### src/rtl/core/rau_pkg.sv
// ----------------------------------------------------------------------------
// rau_pkg: shared types and constants for the rational arithmetic unit
// holds operation codes, controller states and command/status structs
// ----------------------------------------------------------------------------
`default_nettype none
package rau_pkg;

  localparam int unsigned NumOutBits = 33;
  localparam int unsigned DenOutBits = 31;

  typedef enum logic [1:0] {
    OpAdd = 2'd0,
    OpSub = 2'd1,
    OpMul = 2'd2,
    OpDiv = 2'd3
  } op_e;

  typedef enum logic [3:0] {
    StIdle,
    StLoadA,
    StGcdA,
    StDivA,
    StLoadB,
    StGcdB,
    StDivB,
    StMul,
    StComb,
    StLoadR,
    StGcdR,
    StDivR,
    StOut
  } state_e;

  // commands from controller to datapath
  typedef struct packed {
    logic capture;
    logic load_a;
    logic load_b;
    logic load_r;
    logic gcd_step;
    logic div_start;
    logic div_step;
    logic save_a;
    logic save_b;
    logic mul;
    logic comb;
    logic save_r;
  } cmd_t;

  // status from datapath to controller
  typedef struct packed {
    logic gcd_done;
    logic div_done;
  } stat_t;

endpackage
`default_nettype wire

### src/rtl/core/rau_ctrl.sv
// ----------------------------------------------------------------------------
// rau_ctrl: sequencing controller
// steps through operand reduction, cross products and result reduction
// ----------------------------------------------------------------------------
`default_nettype none
module rau_ctrl (
  input  wire logic          clk_i,
  input  wire logic          rst_ni,
  input  wire logic          in_valid_i,
  output logic               in_ready_o,
  output logic               out_valid_o,
  input  wire logic          out_ready_i,
  input  wire rau_pkg::stat_t stat_i,
  output rau_pkg::cmd_t      cmd_o
);
  import rau_pkg::*;

  state_e state_q, state_d;

  always_ff @(posedge clk_i or negedge rst_ni) begin
    if (!rst_ni) begin
      state_q <= StIdle;
    end else begin
      state_q <= state_d;
    end
  end

  always_comb begin
    state_d     = state_q;
    cmd_o       = '0;
    in_ready_o  = 1'b0;
    out_valid_o = 1'b0;
    case (state_q)
      StIdle: begin
        in_ready_o = 1'b1;
        if (in_valid_i) begin
          cmd_o.capture = 1'b1;
          state_d = StLoadA;
        end
      end
      StLoadA: begin
        cmd_o.load_a = 1'b1;
        state_d = StGcdA;
      end
      StGcdA: begin
        cmd_o.gcd_step = 1'b1;
        if (stat_i.gcd_done) begin
          cmd_o.gcd_step  = 1'b0;
          cmd_o.div_start = 1'b1;
          state_d = StDivA;
        end
      end
      StDivA: begin
        cmd_o.div_step = 1'b1;
        if (stat_i.div_done) begin
          cmd_o.div_step = 1'b0;
          cmd_o.save_a   = 1'b1;
          state_d = StLoadB;
        end
      end
      StLoadB: begin
        cmd_o.load_b = 1'b1;
        state_d = StGcdB;
      end
      StGcdB: begin
        cmd_o.gcd_step = 1'b1;
        if (stat_i.gcd_done) begin
          cmd_o.gcd_step  = 1'b0;
          cmd_o.div_start = 1'b1;
          state_d = StDivB;
        end
      end
      StDivB: begin
        cmd_o.div_step = 1'b1;
        if (stat_i.div_done) begin
          cmd_o.div_step = 1'b0;
          cmd_o.save_b   = 1'b1;
          state_d = StMul;
        end
      end
      StMul: begin
        cmd_o.mul = 1'b1;
        state_d = StComb;
      end
      StComb: begin
        cmd_o.comb = 1'b1;
        state_d = StLoadR;
      end
      StLoadR: begin
        cmd_o.load_r = 1'b1;
        state_d = StGcdR;
      end
      StGcdR: begin
        cmd_o.gcd_step = 1'b1;
        if (stat_i.gcd_done) begin
          cmd_o.gcd_step  = 1'b0;
          cmd_o.div_start = 1'b1;
          state_d = StDivR;
        end
      end
      StDivR: begin
        cmd_o.div_step = 1'b1;
        if (stat_i.div_done) begin
          cmd_o.div_step = 1'b0;
          cmd_o.save_r   = 1'b1;
          state_d = StOut;
        end
      end
      StOut: begin
        out_valid_o = 1'b1;
        if (out_ready_i) begin
          state_d = StIdle;
        end
      end
      default: state_d = StIdle;
    endcase
  end

  assert property (@(posedge clk_i) disable iff (!rst_ni)
    !(in_ready_o && out_valid_o))
    else $error("input and output open together");
  assert property (@(posedge clk_i) disable iff (!rst_ni)
    (state_q == StOut && !out_ready_i) |=> state_q == StOut)
    else $error("result dropped while stalled");
  assert property (@(posedge clk_i) disable iff (!rst_ni)
    (in_valid_i && in_ready_o) |=> state_q == StLoadA)
    else $error("accepted request not started");
  assert property (@(posedge clk_i) disable iff (!rst_ni)
    $onehot0({cmd_o.gcd_step, cmd_o.div_step, cmd_o.div_start}))
    else $error("gcd and divider commanded together");

endmodule
`default_nettype wire

### config.mk
export PLATFORM = sky130hd
export DESIGN_NAME = rau_ctrl
export DESIGN_NICKNAME = d
export VERILOG_FILES = /design/src/rtl/core/rau_pkg.sv /design/src/rtl/core/rau_ctrl.sv
export SDC_FILE = /design/constraint.sdc
export NUM_CORES = 1
export LEC_CHECK = 0
export ABC_AREA = 1
export BUFFER_PORTS_ARGS = -buffer_cell sky130_fd_sc_hd__buf_4
export CAP_MARGIN = 10
export CELL_PAD_IN_SITES_DETAIL_PLACEMENT = 1
export CELL_PAD_IN_SITES_GLOBAL_PLACEMENT = 1
export CORE_MARGIN = 5
export CORE_UTILIZATION = 29
export CTS_BUF_LIST = sky130_fd_sc_hd__clkbuf_8 sky130_fd_sc_hd__clkbuf_16
export CTS_CLUSTER_DIAMETER = 40
export DETAILED_ROUTE_END_ITERATION = 7
export PLACE_DENSITY = 0.77
export SYNTH_ARGS = -nofsm -noshare
export SYNTH_HDL_FRONTEND = slang
export SYNTH_SLANG_ARGS = --single-unit
### constraint.sdc
create_clock -name clk_i -period 2.4 [get_ports clk_i]
set_clock_uncertainty 0.1 [all_clocks]
set_input_delay 0.6 -clock clk_i [delete_from_list [all_inputs] [get_ports clk_i]]
set_output_delay 0.6 -clock clk_i [all_outputs]
set_load 0.03 [all_outputs]
==> results of run 1 <==
-- final cells by class --
cell class | instances | area share, %
Clock buffer | 3 | 6.45
Inverter | 18 | 10.5
Multi-Input combinational cell | 59 | 42.0
Timing Repair Buffer | 19 | 22.3
Sequential cell | 4 | 15.6
Tap cell | 16 | 3.13
-- cell usage in the layout, fill, tap and decap left out --
master    netlist  layout
o21ai_0         2       2
inv_1          16      16
nand3_1        12      12
nor2_2          4       4
dfrtp_1         4       4
clkbuf_8        0       3
nand3_2         1       1
a21oi_1         1       1
nand2_1        19      19
nor3_1          4       4
nand2_2         3       3
inv_2           2       2
buf_4           0      19
nor2_1         13      13
-- stage by stage --
stage	instance area (um^2)	cells	worst slack, ns	utilization, %
after detailed placement	599	116	0.488	40.7
after CTS	641	119	0.288	43.5
after global placement	599	116	0.512	40.7
final	641	119	0.306	43.5
after global routing	641	119	0.127	43.5
after floorplan	437	81	0.265	-
-- kinds of logic (layout without fill, tap and decap cells) --
logic type             count (synthesis)  in the layout  synth area share (%)
and+or+nand+nor                       56             56                  58.2
buffers and inverters                 18             40                  15.5
DFF                                    4              4                  22.9
AOI/OAI and AO/OA                      3              3                  3.44
-- critical path, cell delays in order (launching register included) --
cell	delay [ns]
dfrtp_1	0.43
nor2_1	0.24
inv_1	0.13
nor3_1	0.19
buf_4	0.19
-- path summary, 6_finish.rpt --
path                            startpoint    endpoint  slack (ns)  cells past startpoint
worst max register to register  state_q[2]  state_q[1]        1.04                      7
min in group clk_i              state_q[2]  state_q[2]        0.46                      2
worst max-delay path            state_q[1]   cmd_o[11]        0.31                      4
max in group asynchronous           rst_ni  state_q[0]        2.02                      1
worst min register to register  state_q[2]  state_q[2]        0.46                      2
worst min-delay path                rst_ni  state_q[2]        0.07                      1
-- report_power, final --
group          internal (W)  switching, W
logic              0.000197      0.000407
clock network      0.000107     0.0000348
registers          0.000101     0.0000475
-- metal layers --
| layer | GRT usage (%) | vias to the layer above |
|---|---|---|
| li1 | - | 291 |
| met1 | 13.4 | 255 |
| met2 | 21.1 | 12 |
| met3 | 4.89 | 0 |
| met4 | 2.69 | 0 |
| met5 | 0 | - |
==> run metrics, run 1 <==
outcome=finished, final reports clean; Seq/Total Area, Yosys=22.9%; Req. time, crit path=between 1.5 and 2 ns; Leakage=0.396 nW; Mapped Nets=87; max_cap viols=0; final slew viol count=0; storage element area=around 100 um^2; Max Clk Rate=0.477 GHz; Total Power=slightly below 0.0009 W; port bufs=19; Post-Syn Area=437 um^2; hpwl dp=1190 um; NumNets Final=111; Final Hold Slack=0.0713 ns; Synth area leader=dfrtp_1; Synth area leaders=dfrtp_1, nand2_1, nand3_1, inv_1, nor2_1; Final ANT Viol Nets=0; met3 WL post-DR=~54 um; Die ar.=2380 um^2; Synth async-reset ratio=100%; Max Used Layer=met3; routed vias=558; syn_area_per_cell=5.39 um^2; Final Setup Violations=0; EDFF count, synth=0; Filler cells=approximately 220; CTS H-tree depth=1; Final Hold Fails=0; Num Clock Sinks=4; Largest regs=state_q (4); Area Growth Syn to Fin=46.7%; Post-Route M1 WL=619 um; Inserted Clock Buffers=3; Resized cells post-CTS=0; fraction of layout cells with a size suffix above 1=31.1%; Syn Inst Count=81; final cycle utilization of the critical path=around 87%; hold buffer count at CTS=0; Post-synth top cells=nand2_1, inv_1, nor2_1; max reg flops=4; Die Height=48.8 um; Root Driver=clkbuf_8; Bufs on Longest Clock Path=2; IO Pins=20; Core Area=1470 um^2; area share of the largest cell type after synthesis=between 20% and 30%; crit path launch type=register; Primary FF master, synth=dfrtp_1; Min-Delay Path Class=input port to asynchronous set/reset pin; Initial DRC Count=6; Crit Path Category=register to output pin; initial antenna violation count=0; final global-route overflow total=0; DR DRC count=0; crit end category=output pin; Biggest register=state_q; Starting Density=29.7%; first-pass GRT wire length=2300 um; Slew headroom=79.0%; die width=48.8 um; final worst path period need=2.09 ns; Clock transition at path regs=0.03 ns; number of global-route vias before repair=between 500 and 600; DRT Pass-1 Iters=4; critical path data arrival time=1.39 ns; per-cell routed wire length=11.6 um; final setup TNS=0 ns; Ys Warns=0; final WL=1380 um; worst-skew pair later-pin latency=approximately 0.22 ns; via-per-instance ratio=4.69; Max rail drop VDD=~0.55 mV; worst slew pin tran=around 0.31 ns; Post-CTS Setup Inserts=0; Placer Congestion=slightly above 0.8; Ant. Diodes=0; # rows=14; CP Max Fanout=5; multi-input logic area=about 270 um^2; WL met2=about 700 um; RSZ-0062 raised after global routing=false; flops & latches, synth=4; global-route usage over all layers=12.0%; pwr dens=1400 nW/um^2; most common cell in the synthesized netlist=nand2_1; largest net degree at the start of global routing=8; count of cell types in the netlist=12; TritonCTS clock tree=built
Power figures use the tool's default switching activity.
==> run 2, diff against run 1 <==
--- a/config.mk
+++ b/config.mk
@@ -12,8 +12,9 @@
 export CELL_PAD_IN_SITES_GLOBAL_PLACEMENT = 1
 export CORE_MARGIN = 5
 export CORE_UTILIZATION = 29
-export CTS_BUF_LIST = sky130_fd_sc_hd__clkbuf_8 sky130_fd_sc_hd__clkbuf_16
+export CTS_BUF_LIST = sky130_fd_sc_hd__clkbuf_4 sky130_fd_sc_hd__clkbuf_8 sky130_fd_sc_hd__clkbuf_16
 export CTS_CLUSTER_DIAMETER = 40
+export CTS_CLUSTER_SIZE = 14
 export DETAILED_ROUTE_END_ITERATION = 7
 export PLACE_DENSITY = 0.77
 export SYNTH_ARGS = -nofsm -noshare
==> run metrics, run 2 (synthesis gave the netlist of run 1 again) <==
outcome=finished, final reports clean; Post-CTS Setup Inserts=0 (unchanged); multi-input logic area=269 um^2 (unchanged); final WL=1390 um (+1.2%); Sw Share=57.7% (+3.0 points); crit end category=output pin; Clock transition at path regs=0.04 ns (about the same); TritonCTS clock tree=built; pwr dens=1350 nW/um^2 (-3.5%); Die Height=48.8 um (unchanged); Max Clk Rate=0.472 GHz (-1.1%); Bufs on Longest Clock Path=2 (unchanged); Comb power frac=72.3% (+4.7 points); Core Area=1470 um^2 (unchanged); # rows=14 (unchanged); CTS H-tree depth=1 (unchanged); RSZ-0062 raised after global routing=false; NumNets Final=111 (unchanged); Resized cells post-CTS=0 (unchanged); Final Hold Fails=0 (unchanged); max reg flops=4 (unchanged); Min-Delay Path Class=input port to asynchronous set/reset pin; first-pass GRT wire length=2280 um (-0.61%); Filler cells=221 (+1.4%); Biggest register=state_q; hpwl dp=1190 um (unchanged); final worst path period need=2.12 ns (+0.0231 ns); Area Growth Syn to Fin=42.4%; Placer Congestion=0.817 (unchanged); Final Hold Slack=0.0485 ns (-0.0228 ns); net load switching power=0.000484 W (-1.1%); crit path launch type=register; Die ar.=2380 um^2 (unchanged); number of global-route vias before repair=549 (-1.4%); Final Setup Violations=0 (unchanged); storage element area=100 um^2 (unchanged); Final ANT Viol Nets=0 (unchanged); Max rail drop VDD=0.524 mV (-4.7%); Clk pwr share=10.1% (-5.8 points); per-cell routed wire length=11.7 um (+1.2%); via-per-instance ratio=4.71 (+0.54%); final global-route overflow total=0 (unchanged); Int Pwr=0.000354 W (-13%); Largest regs=state_q (4); DR DRC count=0 (unchanged); max_cap viols=0 (unchanged); largest net degree at the start of global routing=8 (unchanged); Starting Density=29.7% (unchanged); hold buffer count at CTS=0 (unchanged); die width=48.8 um (unchanged); port bufs=19 (unchanged); Slew headroom=78.4% (-0.59 points); fraction of layout cells with a size suffix above 1=31.1% (unchanged); CP Max Fanout=5 (unchanged); Leakage=0.388 nW (-2.0%); Num Clock Sinks=4 (unchanged); DRT Pass-1 Iters=4 (unchanged); worst slew pin tran=0.323 ns (+0.00880 ns); Inserted Clock Buffers=3 (unchanged); Initial DRC Count=3 (-3); commonest non-fill, non-tap cells in the layout=nand2_1, buf_4, inv_1, nor2_1, nand3_1; initial antenna violation count=0 (unchanged); global-route usage over all layers=12.0% (-0.063 points); Root Driver=clkbuf_4; Crit Path Category=register to output pin; final setup TNS=0 ns (unchanged); final slew viol count=0 (unchanged); IO Pins=20 (unchanged); Ant. Diodes=0 (unchanged); final cycle utilization of the critical path=88.2% (+0.96 points); worst-skew pair later-pin latency=0.24 ns (+0.02 ns); register share of total power=17.7% (+1.1 points); critical path data arrival time=1.42 ns (+0.03 ns); routed vias=561 (+0.54%); Req. time, crit path=1.70 ns (about the same)
## run 2: changes by cell type in the layout (fill, tap and decap cells not counted)
cell	before	now
clkbuf_4	0	3
clkbuf_8	3	0
## run 2: power groups by stage
| stage | Combinational (W) | Sequential, W | Clock [W] |
|---|---|---|---|
| after floorplan | 0.000439 | 0.000139 | 0 |
| after global placement | 0.000603 | 0.000147 | 0 |
| after detailed placement | 0.000616 | 0.000148 | 0 |
| after CTS | 0.000617 | 0.000148 | 0.0000893 |
| after global routing | 0.000672 | 0.000153 | 0.0000934 |
| final | 0.000605 | 0.000148 | 0.0000843 |
## run 2: path summary, 6_finish.rpt
kind                            startpoint          to  cells past startpoint  slack [ns]
worst max-delay path            state_q[1]   cmd_o[11]                      4        0.28
worst min-delay path                rst_ni  state_q[2]                      1        0.05
worst max register to register  state_q[2]  state_q[1]                      7        1.02
worst min register to register  state_q[2]  state_q[2]                      2        0.46
max in group asynchronous           rst_ni  state_q[0]                      1        2.04
min in group clk_i              state_q[2]  state_q[2]                      2        0.46
## run 2: metal layers
layer  vias up  part of all wire [%]  track usage (%)
met4         0                   1.2             4.04
met5         -                     0                0
met3         2                   4.2             3.98
met1       254                    44             13.4
met2        14                    50             20.9
li1        291                     -                -
## run 2: stage by stage
step                      setup slack, ns  area, um^2  instances  total power (W)  utilization, %
after floorplan                     0.265         437         81         0.000577               -
after global placement              0.512         599        116         0.000750            40.7
after detailed placement            0.488         599        116         0.000764            40.7
after CTS                           0.263         622        119         0.000854            42.3
after global routing                0.105         622        119         0.000918            42.3
final                               0.283         622        119         0.000837            42.3
## run 2: critical path, stage by stage (launching register included)
cell and delay (ns):
dfrtp_1 0.43, nor2_1 0.24, inv_1 0.13, nor3_1 0.19
buf_4 0.19
## run 2: area by class of cell
cell class	instances	area share, %
Timing Repair Buffer	19	22.9
Multi-Input combinational cell	59	43.3
Sequential cell	4	16.1
Tap cell	16	3.22
Clock buffer	3	3.62
Inverter	18	10.9
==> run 3, diff against run 2 <==
--- a/config.mk
+++ b/config.mk
@@ -5,18 +5,17 @@
 export SDC_FILE = /design/constraint.sdc
 export NUM_CORES = 1
 export LEC_CHECK = 0
-export ABC_AREA = 1
 export BUFFER_PORTS_ARGS = -buffer_cell sky130_fd_sc_hd__buf_4
 export CAP_MARGIN = 10
 export CELL_PAD_IN_SITES_DETAIL_PLACEMENT = 1
 export CELL_PAD_IN_SITES_GLOBAL_PLACEMENT = 1
-export CORE_MARGIN = 5
-export CORE_UTILIZATION = 29
+export CORE_AREA = 5 5 42 44
 export CTS_BUF_LIST = sky130_fd_sc_hd__clkbuf_4 sky130_fd_sc_hd__clkbuf_8 sky130_fd_sc_hd__clkbuf_16
 export CTS_CLUSTER_DIAMETER = 40
 export CTS_CLUSTER_SIZE = 14
 export DETAILED_ROUTE_END_ITERATION = 7
-export PLACE_DENSITY = 0.77
+export DIE_AREA = 0 0 47 49
+export PLACE_DENSITY = 0.74
 export SYNTH_ARGS = -nofsm -noshare
 export SYNTH_HDL_FRONTEND = slang
 export SYNTH_SLANG_ARGS = --single-unit
==> run metrics, run 3 <==
largest net degree at the start of global routing=13 (+5); outcome=finished, final reports clean; global-route usage over all layers=12.1% (+0.086 points); Max rail drop VDD=0.478 mV (-8.7%); Root Driver=clkbuf_4; Critical Path Sink=cmd_o[6]; Area Growth Syn to Fin=45.3%; Crit Path Category=register to output pin; via-per-instance ratio=5.22 (+11%); Final ANT Viol Nets=0 (unchanged); Starting Density=26.6% (-3.1 points); final worst path period need=2.25 ns (+0.130 ns); worst slew pin tran=0.387 ns (+0.0632 ns); EDFF count, synth=0 (unchanged); max_cap viols=0 (unchanged); Synth area leader=dfrtp_1; Comb power frac=62.2% (-10 points); worst reg2reg endpoint=state_q[0]; flops & latches, synth=4 (unchanged); Inserted Clock Buffers=3 (unchanged); Max Clk Rate=0.445 GHz (-5.8%); multi-input logic area=238 um^2 (-12%); Total Power=0.000720 W (-14%); Die ar.=2300 um^2 (-3.3%); Resized cells post-CTS=0 (unchanged); Core Area=1400 um^2 (-4.8%); die width=47 um (-3.7%); routed vias=459 (-18%); pwr dens=1330 nW/um^2 (-1.4%); Largest regs=state_q (4); RSZ-0062 raised after global routing=false; Final Setup Violations=0 (unchanged); Synth area leaders=dfrtp_1, nor2_1, mux2i_1, nor3_1, nand2b_1; area share of the largest cell type after synthesis=26.8% (+3.9 points); commonest non-fill, non-tap cells in the layout=buf_4, nor2_1, nand2_1, nor3_1, dfrtp_1; Seq/Total Area, Yosys=26.8% (+3.9 points); IO Pins=20 (unchanged); Critical path origin=state_q[3]; TritonCTS clock tree=built; hold buffer count at CTS=0 (unchanged); Placed Area=519 um^2 (-13%); Final Hold Slack=0.0397 ns (-0.00883 ns); final cycle utilization of the critical path=93.7% (+5.4 points); Post-synth top cells=nor2_1, dfrtp_1, nand2_1, nor3_1; NumNets Final=80 (-28%); # rows=14 (unchanged); Num Clock Sinks=4 (unchanged); worst-skew pair later-pin latency=0.25 ns (about the same); R2R cell count=3 (-4); Syn Inst Count=52 (-36%); Slew headroom=74.2% (-4.1 points); Ys Warns=0 (unchanged); Placer Congestion=0.788 (-3.6%); Final Hold Fails=0 (unchanged); Filler cells=186 (-16%); Leakage=0.266 nW (-31%); initial antenna violation count=0 (unchanged); per-cell routed wire length=12.9 um (+11%); Reg2Reg Setup Slack=0.98 ns (-0.04 ns); syn_area_per_cell=7.17 um^2 (+33%); Req. time, crit path=1.70 ns (about the same); CTS H-tree depth=1 (unchanged); Post-CTS Setup Inserts=0 (unchanged); crit path launch type=register; Clk pwr share=12.6% (+2.5 points); DRT Pass-1 Iters=4 (unchanged); DR DRC count=0 (unchanged); Sw Share=53.1% (-4.6 points); Bufs on Longest Clock Path=2 (unchanged); register share of total power=25.1% (+7.4 points); final setup TNS=0 ns (unchanged); Primary FF master, synth=dfrtp_1; Die Height=49 um (+0.40%); Mapped Nets=58 (-33%); final global-route overflow total=0 (unchanged); CP Max Fanout=11 (+6); max reg flops=4 (unchanged); net load switching power=0.000382 W (-21%); leading cell type in the layout, fill and taps excluded=buf_4; Min-Delay Path Class=input port to asynchronous set/reset pin; critical path data arrival time=1.55 ns (+0.13 ns); Int Pwr=0.000337 W (-4.7%); most common cell in the synthesized netlist=nor2_1; port bufs=19 (unchanged); Initial DRC Count=6 (+3); final slew viol count=0 (unchanged); Post-Syn Area=373 um^2 (-15%); first-pass GRT wire length=1930 um (-15%); number of global-route vias before repair=436 (-21%); Clock transition at path regs=0.04 ns (about the same); Biggest register=state_q; fraction of layout cells with a size suffix above 1=33.3% (+2.3 points); Final Cell Area=542 um^2 (-13%); Synth async-reset ratio=100% (unchanged); final WL=1140 um (-18%); r2r startpoint=state_q[3]; crit end category=output pin; storage element area=100 um^2 (unchanged); Ant. Diodes=0 (unchanged); count of cell types in the netlist=25 (+13)
## run 3: changes by cell type after synthesis, sizes merged, moves of 2 or more
| cell | previous run | this run |
|---|---|---|
| inv | 18 | 3 |
| o21ai | 2 | 5 |
| nor2b | 0 | 2 |
| nor2 | 17 | 9 |
| nand2b | 0 | 3 |
| mux2i | 0 | 2 |
| nand3 | 13 | 1 |
| buf | 0 | 3 |
| nand2 | 22 | 4 |
## run 3: per-layer routing
metal | wire [um] | track usage [%]
met5 | 0 | 0
met4 | 35 | 12.4
met3 | 85 | 3.32
met2 | 498 | 15.4
met1 | 520 | 14.8
## run 3: worst min path at each step
| stage | cells past startpoint | endpoint |
|---|---|---|
| 6_report | 1 | state_q[0] |
| 3_5_place_dp | 1 | state_q[2] |
| 2_1_floorplan | 0 | state_q[0] |
| 3_3_place_gp | 1 | state_q[2] |
| 5_1_grt | 1 | state_q[0] |
| 4_1_cts | 1 | state_q[0] |
## run 3: worst max-delay path: stages (launching register included)
cell      delay [ns]
dfrtp_1         0.50
nand2b_1        0.26
o22a_1          0.26
nor2b_1         0.12
buf_4           0.17
## run 3: area by class of cell
class                           count  share of cell area (%)
Clock buffer                        3                    4.16
Inverter                            3                    2.08
Multi-Input combinational cell     42                    43.9
Sequential cell                     4                    18.5
Tap cell                           16                    3.70
Timing Repair Buffer               20                    27.7
## run 3: cells by family (layout without fill, tap and decap cells)
group | Yosys count | count (layout) | synth area share, %
DFF | 4 | 4 | 26.8
muxes | 2 | 2 | 5.37
buffers and inverters | 6 | 26 | 9.40
AOI/OAI and AO/OA | 11 | 11 | 17.8
and+or+nand+nor | 29 | 29 | 40.6
## run 3: power by group through the flow
| stage | clock (W) | sequential (W) | combinational, W |
|---|---|---|---|
| floorplan | 0 | 0.000127 | 0.000371 |
| global placement | 0 | 0.000177 | 0.000450 |
| detailed placement | 0 | 0.000180 | 0.000454 |
| CTS | 0.0000957 | 0.000178 | 0.000455 |
| global route | 0.000102 | 0.000188 | 0.000494 |
| finish | 0.0000909 | 0.000181 | 0.000448 |
## run 3: metrics by stage
stage               setup slack [ns]  instances  utilization, %
finish                         0.152         88            38.7
global route                  0.0228         88            38.7
CTS                            0.159         88            38.7
detailed placement             0.425         85            37.1
global placement               0.423         85            37.1
floorplan                      0.123         52               -
